$ cat src/hw/rtl/pnsf_pkg.sv
`default_nettype none

package pnsf_pkg;

	// sample, state and coefficient formats
	localparam int SAMPLE_BITS     = 16;
	localparam int STATE_FRAC_BITS = 24;
	localparam int COEF_FRAC       = 24;
	localparam int STATE_W         = 32;
	localparam int COEF_W          = COEF_FRAC + 1;
	localparam int SUM_W           = STATE_W + 3;
	localparam int ACC_W           = STATE_W + 4;
	localparam int PROD_W          = SUM_W + COEF_W;
	localparam int W_SHIFT         = COEF_FRAC + SAMPLE_BITS - 1 - STATE_FRAC_BITS;
	localparam int O_SHIFT         = COEF_FRAC + STATE_FRAC_BITS - SAMPLE_BITS + 1;
	localparam int Y_W             = PROD_W - O_SHIFT;

	// six sections plus the delayed term
	localparam int SEC_N     = 7;
	localparam int DELAY_IDX = SEC_N - 1;

	// microprogram layout
	localparam int UCODE_LEN = 17;
	localparam int STEP_W    = $clog2(UCODE_LEN);

	typedef logic [STEP_W-1:0]        step_t;
	typedef logic [$clog2(SEC_N)-1:0] sec_idx_t;

	// multiplier operand a source
	typedef enum logic [1:0] {
		A_SEC,
		A_W,
		A_SUM
	} a_sel_t;

	// coefficient rom address
	typedef enum logic [3:0] {
		C_P0, C_P1, C_P2, C_P3, C_P4, C_P5,
		C_G0, C_G1, C_G2, C_G3, C_G4, C_G5,
		C_DIRECT, C_DELAY, C_OUT
	} coef_t;

	// what the step does with the product of the previous step
	typedef enum logic [2:0] {
		ACC_NONE,
		ACC_FB,
		ACC_SEC_ADD,
		ACC_SEC_SUB,
		ACC_DIRECT,
		ACC_DELAY,
		ACC_OUT
	} acc_op_t;

	// sequencing of the step counter
	typedef enum logic [1:0] {
		J_NEXT,
		J_WAIT_IN,
		J_WAIT_OUT
	} jmp_t;

	typedef struct packed {
		logic     take;
		logic     mul_en;
		a_sel_t   a_sel;
		sec_idx_t rd_idx;
		coef_t    coef;
		acc_op_t  acc;
		sec_idx_t wr_idx;
		jmp_t     jmp;
	} ucw_t;

	localparam step_t STEP_WAIT = step_t'(0);
	localparam step_t STEP_OUT  = step_t'(UCODE_LEN - 1);

	// coefficients, round(value * 2^24)
	function automatic logic signed [COEF_W-1:0] coef_value(input coef_t c);
		logic signed [COEF_W-1:0] v;
		unique case (c)
			C_P0:     v = 25'sd16758090;
			C_P1:     v = 25'sd16665144;
			C_P2:     v = 25'sd16257122;
			C_P3:     v = 25'sd14537458;
			C_P4:     v = 25'sd9227469;
			C_P5:     v = -25'sd12777528;
			C_G0:     v = 25'sd931436;
			C_G1:     v = 25'sd1259565;
			C_G2:     v = 25'sd2581208;
			C_G3:     v = 25'sd5209084;
			C_G4:     v = 25'sd8941454;
			C_G5:     v = 25'sd283501;
			C_DIRECT: v = 25'sd8995943;
			C_DELAY:  v = 25'sd1944916;
			C_OUT:    v = 25'sd1845494;
			default:  v = '0;
		endcase
		return v;
	endfunction

	function automatic ucw_t uw(input logic take, input logic mul_en, input a_sel_t a,
			input sec_idx_t rd, input coef_t c, input acc_op_t acc,
			input sec_idx_t wr, input jmp_t j);
		ucw_t cw;
		cw.take   = take;
		cw.mul_en = mul_en;
		cw.a_sel  = a;
		cw.rd_idx = rd;
		cw.coef   = c;
		cw.acc    = acc;
		cw.wr_idx = wr;
		cw.jmp    = j;
		return cw;
	endfunction

	// microprogram: multiply in step n, consume the product in step n+1
	function automatic ucw_t ucode(input step_t step);
		ucw_t cw;
		unique case (step)
			5'd0:  cw = uw(1'b1, 1'b0, A_SEC, 3'd0, C_P0,     ACC_NONE,    3'd0, J_WAIT_IN);
			5'd1:  cw = uw(1'b0, 1'b1, A_SEC, 3'd0, C_P0,     ACC_NONE,    3'd0, J_NEXT);
			5'd2:  cw = uw(1'b0, 1'b1, A_W,   3'd0, C_G0,     ACC_FB,      3'd0, J_NEXT);
			5'd3:  cw = uw(1'b0, 1'b1, A_SEC, 3'd1, C_P1,     ACC_SEC_ADD, 3'd0, J_NEXT);
			5'd4:  cw = uw(1'b0, 1'b1, A_W,   3'd0, C_G1,     ACC_FB,      3'd0, J_NEXT);
			5'd5:  cw = uw(1'b0, 1'b1, A_SEC, 3'd2, C_P2,     ACC_SEC_ADD, 3'd1, J_NEXT);
			5'd6:  cw = uw(1'b0, 1'b1, A_W,   3'd0, C_G2,     ACC_FB,      3'd0, J_NEXT);
			5'd7:  cw = uw(1'b0, 1'b1, A_SEC, 3'd3, C_P3,     ACC_SEC_ADD, 3'd2, J_NEXT);
			5'd8:  cw = uw(1'b0, 1'b1, A_W,   3'd0, C_G3,     ACC_FB,      3'd0, J_NEXT);
			5'd9:  cw = uw(1'b0, 1'b1, A_SEC, 3'd4, C_P4,     ACC_SEC_ADD, 3'd3, J_NEXT);
			5'd10: cw = uw(1'b0, 1'b1, A_W,   3'd0, C_G4,     ACC_FB,      3'd0, J_NEXT);
			5'd11: cw = uw(1'b0, 1'b1, A_SEC, 3'd5, C_P5,     ACC_SEC_ADD, 3'd4, J_NEXT);
			5'd12: cw = uw(1'b0, 1'b1, A_W,   3'd0, C_G5,     ACC_FB,      3'd0, J_NEXT);
			5'd13: cw = uw(1'b0, 1'b1, A_W,   3'd0, C_DIRECT, ACC_SEC_SUB, 3'd5, J_NEXT);
			5'd14: cw = uw(1'b0, 1'b1, A_W,   3'd0, C_DELAY,  ACC_DIRECT,  3'd0, J_NEXT);
			5'd15: cw = uw(1'b0, 1'b1, A_SUM, 3'd0, C_OUT,    ACC_DELAY,   3'd6, J_NEXT);
			5'd16: cw = uw(1'b0, 1'b0, A_SEC, 3'd0, C_OUT,    ACC_OUT,     3'd0, J_WAIT_OUT);
			default: cw = uw(1'b0, 1'b0, A_SEC, 3'd0, C_P0,   ACC_NONE,    3'd0, J_WAIT_OUT);
		endcase
		return cw;
	endfunction

endpackage

`default_nettype wire

$ cat src/hw/rtl/pink_noise_shaping_filter_core.sv
// a result is loaded into the output register in the last step of its input's program
// a new sample is taken only once the previous one's program has finished; the 17-step
// microprogram runs every product through one shared 35x25 multiplier
// the next input is taken while a finished result still waits in the output register
// reset: arst_n clears the sequencer, the output valid flag and all section state
`default_nettype none

module pink_noise_shaping_filter_core (
	input  wire                                     clk,
	input  wire                                     arst_n,
	input  wire                                     in_valid,
	output logic                                    in_ready,
	input  wire  signed [pnsf_pkg::SAMPLE_BITS-1:0] white_sample,
	output logic                                    out_valid,
	input  wire                                     out_ready,
	output logic signed [pnsf_pkg::SAMPLE_BITS-1:0] pink_sample,
	output logic                                    clipped
);

	localparam int STATE_W = pnsf_pkg::STATE_W;
	localparam int SUM_W   = pnsf_pkg::SUM_W;
	localparam int ACC_W   = pnsf_pkg::ACC_W;
	localparam int PROD_W  = pnsf_pkg::PROD_W;
	localparam int Y_W     = pnsf_pkg::Y_W;
	localparam int S_BITS  = pnsf_pkg::SAMPLE_BITS;

	localparam logic signed [PROD_W-1:0] HALF_FB  = PROD_W'(1) << (pnsf_pkg::COEF_FRAC - 1);
	localparam logic signed [PROD_W-1:0] HALF_W   = PROD_W'(1) << (pnsf_pkg::W_SHIFT - 1);
	localparam logic signed [PROD_W-1:0] HALF_OUT = PROD_W'(1) << (pnsf_pkg::O_SHIFT - 1);
	localparam logic signed [ACC_W-1:0]  ST_MAX   =
		{{(ACC_W - STATE_W + 1){1'b0}}, {(STATE_W - 1){1'b1}}};
	localparam logic signed [ACC_W-1:0]  ST_MIN   = ~ST_MAX;
	localparam logic signed [Y_W-1:0]    Y_MAX    =
		{{(Y_W - S_BITS + 1){1'b0}}, {(S_BITS - 1){1'b1}}};
	localparam logic signed [Y_W-1:0]    Y_MIN    = ~Y_MAX;

	pnsf_pkg::step_t step_q;
	pnsf_pkg::step_t step_d;
	pnsf_pkg::ucw_t  cw;

	logic signed [S_BITS-1:0]  w_q;
	logic signed [PROD_W-1:0]  prod_q;
	logic signed [ACC_W-1:0]   fb_q;
	logic signed [SUM_W-1:0]   sum_q;
	logic signed [STATE_W-1:0] sec_q [pnsf_pkg::SEC_N];

	logic signed [SUM_W-1:0]   a_op;
	logic signed [pnsf_pkg::COEF_W-1:0] b_op;
	logic signed [PROD_W-1:0]  prod_d;
	logic signed [PROD_W-1:0]  fb_full;
	logic signed [PROD_W-1:0]  ff_full;
	logic signed [PROD_W-1:0]  y_full;
	logic signed [ACC_W-1:0]   ff_rnd;
	logic signed [ACC_W-1:0]   sec_sum;
	logic signed [STATE_W-1:0] sec_sat;
	logic signed [STATE_W-1:0] dly_sat;
	logic signed [Y_W-1:0]     y_val;

	logic                      out_valid_q;
	logic signed [S_BITS-1:0]  pink_q;
	logic                      clip_q;
	logic                      out_free;
	logic                      in_beat;

	function automatic logic signed [STATE_W-1:0] sat32(input logic signed [ACC_W-1:0] v);
		logic signed [STATE_W-1:0] r;
		if (v > ST_MAX) begin
			r = ST_MAX[STATE_W-1:0];
		end else if (v < ST_MIN) begin
			r = ST_MIN[STATE_W-1:0];
		end else begin
			r = v[STATE_W-1:0];
		end
		return r;
	endfunction

	// control word of the current step
	always_comb begin
		cw       = pnsf_pkg::ucode(step_q);
		in_ready = cw.take;
		in_beat  = in_valid && cw.take;
		out_free = !out_valid_q || out_ready;
	end

	// step counter with conditional holds
	always_comb begin
		step_d = step_q + pnsf_pkg::step_t'(1);
		unique case (cw.jmp)
			pnsf_pkg::J_NEXT: begin
				step_d = step_q + pnsf_pkg::step_t'(1);
			end
			pnsf_pkg::J_WAIT_IN: begin
				step_d = in_valid ? step_q + pnsf_pkg::step_t'(1) : step_q;
			end
			pnsf_pkg::J_WAIT_OUT: begin
				step_d = out_free ? pnsf_pkg::STEP_WAIT : step_q;
			end
			default: begin
				step_d = pnsf_pkg::STEP_WAIT;
			end
		endcase
	end

	// shared multiplier operands
	always_comb begin
		unique case (cw.a_sel)
			pnsf_pkg::A_SEC: a_op = SUM_W'(sec_q[cw.rd_idx]);
			pnsf_pkg::A_W:   a_op = SUM_W'(w_q);
			pnsf_pkg::A_SUM: a_op = sum_q;
			default:         a_op = '0;
		endcase
		b_op   = pnsf_pkg::coef_value(cw.coef);
		prod_d = PROD_W'(a_op) * PROD_W'(b_op);
	end

	// round half up and saturate the registered product
	always_comb begin
		fb_full = (prod_q + HALF_FB) >>> pnsf_pkg::COEF_FRAC;
		ff_full = (prod_q + HALF_W) >>> pnsf_pkg::W_SHIFT;
		y_full  = (prod_q + HALF_OUT) >>> pnsf_pkg::O_SHIFT;
		ff_rnd  = ff_full[ACC_W-1:0];
		sec_sum = (cw.acc == pnsf_pkg::ACC_SEC_SUB) ? fb_q - ff_rnd : fb_q + ff_rnd;
		sec_sat = sat32(sec_sum);
		dly_sat = sat32(ff_rnd);
		y_val   = y_full[Y_W-1:0];
	end

	// sequencer state
	always_ff @(posedge clk or negedge arst_n) begin
		if (!arst_n) begin
			step_q <= pnsf_pkg::STEP_WAIT;
		end else begin
			step_q <= step_d;
		end
	end

	// section and delayed-term state
	always_ff @(posedge clk or negedge arst_n) begin
		if (!arst_n) begin
			for (int i = 0; i < pnsf_pkg::SEC_N; i++) begin
				sec_q[i] <= '0;
			end
		end else begin
			case (cw.acc) inside
				pnsf_pkg::ACC_SEC_ADD, pnsf_pkg::ACC_SEC_SUB: begin
					sec_q[cw.wr_idx] <= sec_sat;
				end
				pnsf_pkg::ACC_DELAY: begin
					sec_q[pnsf_pkg::DELAY_IDX] <= dly_sat;
				end
				default: begin
				end
			endcase
		end
	end

	// datapath registers
	always_ff @(posedge clk) begin
		if (in_beat) begin
			w_q <= white_sample;
		end
		if (cw.mul_en) begin
			prod_q <= prod_d;
		end
		case (cw.acc) inside
			pnsf_pkg::ACC_FB: begin
				fb_q <= fb_full[ACC_W-1:0];
			end
			pnsf_pkg::ACC_SEC_ADD, pnsf_pkg::ACC_SEC_SUB: begin
				sum_q <= sum_q + SUM_W'(sec_sat);
			end
			pnsf_pkg::ACC_DIRECT: begin
				sum_q <= sum_q + ff_rnd[SUM_W-1:0] + SUM_W'(sec_q[pnsf_pkg::DELAY_IDX]);
			end
			default: begin
				if (in_beat) begin
					sum_q <= '0;
				end
			end
		endcase
	end

	// output register, loaded in the last step
	always_ff @(posedge clk or negedge arst_n) begin
		if (!arst_n) begin
			out_valid_q <= 1'b0;
		end else if (cw.acc == pnsf_pkg::ACC_OUT && out_free) begin
			out_valid_q <= 1'b1;
		end else if (out_ready) begin
			out_valid_q <= 1'b0;
		end
	end

	always_ff @(posedge clk) begin
		if (cw.acc == pnsf_pkg::ACC_OUT && out_free) begin
			if (y_val > Y_MAX) begin
				pink_q <= Y_MAX[S_BITS-1:0];
				clip_q <= 1'b1;
			end else if (y_val < Y_MIN) begin
				pink_q <= Y_MIN[S_BITS-1:0];
				clip_q <= 1'b1;
			end else begin
				pink_q <= y_val[S_BITS-1:0];
				clip_q <= 1'b0;
			end
		end
	end

	assign out_valid   = out_valid_q;
	assign pink_sample = pink_q;
	assign clipped     = clip_q;

	// checks
	a_step_range: assert property (@(posedge clk) disable iff (!arst_n)
		step_q <= pnsf_pkg::STEP_OUT)
		else $error("step counter beyond microprogram");

	a_beat_starts: assert property (@(posedge clk) disable iff (!arst_n)
		(in_valid && in_ready) |=> step_q == pnsf_pkg::step_t'(1))
		else $error("input beat did not start the program");

	a_result_src: assert property (@(posedge clk) disable iff (!arst_n)
		$rose(out_valid_q) |-> $past(step_q) == pnsf_pkg::STEP_OUT)
		else $error("result raised outside the output step");

	a_clip_rail: assert property (@(posedge clk) disable iff (!arst_n)
		(out_valid_q && clip_q) |->
			(pink_q == Y_MAX[S_BITS-1:0] || pink_q == Y_MIN[S_BITS-1:0]))
		else $error("clipped result not at a rail");

endmodule

`default_nettype wire
$ cat config.mk
export PLATFORM = sky130hd
export DESIGN_NAME = pink_noise_shaping_filter_core
export DESIGN_NICKNAME = d
export VERILOG_FILES = /design/src/hw/rtl/pnsf_pkg.sv /design/src/hw/rtl/pink_noise_shaping_filter_core.sv
export SDC_FILE = /design/constraint.sdc
export NUM_CORES = 2
export LEC_CHECK = 0
export ABC_AREA = 1
export BUFFER_PORTS_ARGS = -buffer_cell sky130_fd_sc_hd__buf_4
export CORE_ASPECT_RATIO = 1.5
export CORE_MARGIN = 2
export CORE_UTILIZATION = 30
export DETAILED_ROUTE_END_ITERATION = 10
export GPL_TIMING_DRIVEN = 0
export MAX_ROUTING_LAYER = met4
export PLACE_DENSITY_LB_ADDON = 0.08
export SETUP_SLACK_MARGIN = 0.2
export SLEW_MARGIN = 20
export SYNTH_ARGS = -nofsm -noshare
export SYNTH_HDL_FRONTEND = slang
export SYNTH_SLANG_ARGS = --single-unit
export TNS_END_PERCENT = 50
$ cat constraint.sdc
create_clock -name clk -period 21.3 [get_ports clk]
set_input_delay 4.26 -clock clk [delete_from_list [all_inputs] [get_ports clk]]
set_output_delay 4.26 -clock clk [all_outputs]
set_load 0.02 [all_outputs]
==> results.yml <==
route:
  wl_per_cell_um: 27.1
  drtIter0Drc: 3460
  num_vias: 49100
  routed_wl_um: 265000
  drc: 0
  via_per_inst: 5.02
  ant_nets: 0
  drt_pass1_iterations: 7
grt:
  grt_max_degree: 87
  grt_pass1_vias: 51700
  grt_use_total: 0.281
  antenna_found_initial: 7
  grt_pass1_wl_um: 375000
  grt-ovfl-total: 0
floorplanning:
  die_h_um: 538
  start_util: 0.302
  die_area_sq_um: 193000
  fp-row-count: 195
  io_pins: 39
  core-area_sq_um: 188000
  die_x_um: 360
placement:
  place_congestion: 0.972
  numPortBuffers: 38
  hpwl_um: 225000
cts:
  cts.path.max_buffers: 3
  cts-buffers-inserted: 42
  cts.sinks: 380
  cts_resized: 0
  cts_tree: "built"
  h-tree-depth: 2
  cts_hold_buf: 0
  clock_latency_ns: 0.65
  cts_setup_buffers: 0
  clkTransAtPathRegs_ns: 0.06
  cts-root-buf: "clkbuf_16"
status:
  status: "finished, final reports clean"
timing:
  finalCritPeriodShare: 0.553
  hold_viol: 0
  min_period_ns: 11.77
  slew_viol_final: 0
  holdWs_ns: 0.472
  rsz0062_at_grt: "no"
  final.setup.tns_ns: 0
  setup_viol: 0
  max_freq_mhz: 84.9
  tightest_slew_ns: 1.29
  relSlewSlack: 0.137
  finalClockSkew_ns: 0.0606
worst_setup_path:
  cp_max_fo: 10
  critPathKind: "reg -> reg"
  crit_path_end: "prod_q[52]$_DFFE_PP_"
  rr_worst_depth: 34
  cp-end-kind: "flop"
  path_common_cell: "fa_1"
  startpoint_type: "flop"
  r2r_slack_ns: 9.53
  timing.rr.end: "prod_q[52]$_DFFE_PP_"
  max_stage_delay_ns: 0.87
  worstPathRequired_ns: 21.72
  reg2reg_from: "step_q[0]$_DFFE_PN0P_"
  worstPathArrival_ns: 12.20
  setup.worst_path.start: "step_q[0]$_DFFE_PN0P_"
  cp_slowest_cell: "nor2_2"
yosys:
  avgSynthCellArea_sq_um: 7.92
  synthCells: 7196
  syn-cell-area_sq_um: 57000
  synthDistinctLibCells: 59
  synth_nets: 8420
  yosys_warnings: 0
  yosysSeqAreaShare: 0.180
  synth-seq-cells: 380
layout:
  nets: 8518
  syn_to_final_growth_pct: 9.18
  utilization: 0.330
  drive_above_1_share: 0.0442
worst_hold_path:
  hold_class: "reg -> reg"
flow_run:
  drv_cap: 0
-- area by class of cell --
type                       count  area (sq um)
antenna                        1          2.50
buffer                       255          1070
clock buffer                  59          1240
clock inverter                16           191
fill                       20500        126000
inverter                    1312          4920
multi-input combinational   5249         40800
sequential                   380         10300
tap                         2462          3080
timing repair buffer          54           588
-- sequential cells by signal (all words and copies together) (netlist names) --
signal	flops
clipped	1
fb_q	36
out_valid	1
pink_sample	16
prod_q	46
sec_q	224
step_q	5
sum_q	35
w_q	16
-- layer usage --
| layer | vias to the layer above | track usage | wire, um |
|---|---|---|---|
| met5 | - | - | 0 |
| met4 | 0 | 0.164 | 18900 |
| met3 | 457 | 0.0230 | 10500 |
| met2 | 1425 | 0.523 | 143000 |
| met1 | 25000 | 0.289 | 92500 |
| li1 | 22200 | - | - |
-- synthesized netlist by cell type (all sizes together) --
library cell	instances	share of area
xor2	140	0.022
and3	9	0.00099
o21a	18	0.0024
nor3b	1	0.00013
buf	68	0.0064
inv	1304	0.086
o32ai	2	0.00031
clkinv	8	0.00053
nor2	625	0.043
edfxtp	150	0.079
a21oi	260	0.023
fa	924	0.32
xnor3	1	0.00040
o21bai	10	0.0013
a22oi	1	0.00013
a21o	12	0.0016
a2bb2oi	13	0.0020
a31oi	34	0.0038
nand4	28	0.0031
o221ai	35	0.0054
nor4	24	0.0026
o21ai	373	0.033
a32o	2	0.00035
clkbuf	187	0.012
xnor2	48	0.0074
ha	280	0.061
a221oi	6	0.00092
a22o	14	0.0022
and2	1	0.00011
dfrtp	230	0.10
nand2	2086	0.14
nand3b	4	0.00053
o211ai	6	0.00079
a211oi	7	0.00092
o31ai	3	0.00040
nor3	37	0.0035
nand3	203	0.018
o2111ai	4	0.00061
a21boi	9	0.0012
o22ai	16	0.0018
or2	13	0.0014
-- worst max-delay path: cells and delay by family (launching register included) --
kind	cells	cell delay, ns
AOI/OAI and AO/OA	4	1.13
xor gates and xnor gates	1	0.30
adders and majority gates	10	4.77
buffers and inverters	8	2.23
DFF	1	0.42
and+or+nand+nor	11	2.66
-- per-stage QoR --
step                      setup WS (ns)  cells  instance area [sq um]
after floorplan                   13.07   7196                  57000
after global placement             9.16   9696                  60300
after detailed placement           9.68   9712                  60800
after CTS                          9.61   9787                  62200
after global routing               9.06   9788                  62200
final                              9.53   9788                  62200
-- worst min path at each step --
stage                                         to  cells past startpoint                    from
after CTS                 sec_q[118]$_DFFE_PN0P_                      2  sec_q[118]$_DFFE_PN0P_
after global placement    sec_q[180]$_DFFE_PN0P_                      2  sec_q[180]$_DFFE_PN0P_
after floorplan           sec_q[102]$_DFFE_PN0P_                      2  sec_q[102]$_DFFE_PN0P_
after detailed placement  sec_q[118]$_DFFE_PN0P_                      2  sec_q[118]$_DFFE_PN0P_
final                     sec_q[118]$_DFFE_PN0P_                      2  sec_q[118]$_DFFE_PN0P_
after global routing      sec_q[107]$_DFFE_PN0P_                      2  sec_q[107]$_DFFE_PN0P_
-- cells by family (layout without fill, tap and decap cells) --
kind of cell               Yosys count  after routing  share of synthesized area
adders and majority gates         1204           1204                      0.386
buffers and inverters             1567           1696                      0.105
xor gates and xnor gates           189            189                     0.0296
DFF                                380            380                      0.180
AOI/OAI and AO/OA                  825            825                     0.0817
other                                0              1                          0
and+or+nand+nor                   3031           3031                      0.217
-- placed cells by master, fill, tap and decap left out, drive strengths merged, types with 18 or more instances in the layout --
master,count
a21oi,260
a31oi,34
buf,122
clkbuf,246
dfrtp,230
edfxtp,150
fa,924
ha,280
inv,1310
nand2,2086
nand3,203
nand4,28
nor2,625
nor3,37
nor4,24
o21a,18
o21ai,373
o221ai,35
xnor2,48
xor2,140
Power is not shown: default switching activity piles up to over one toggle a cycle in this logic, so the estimate is an artifact.
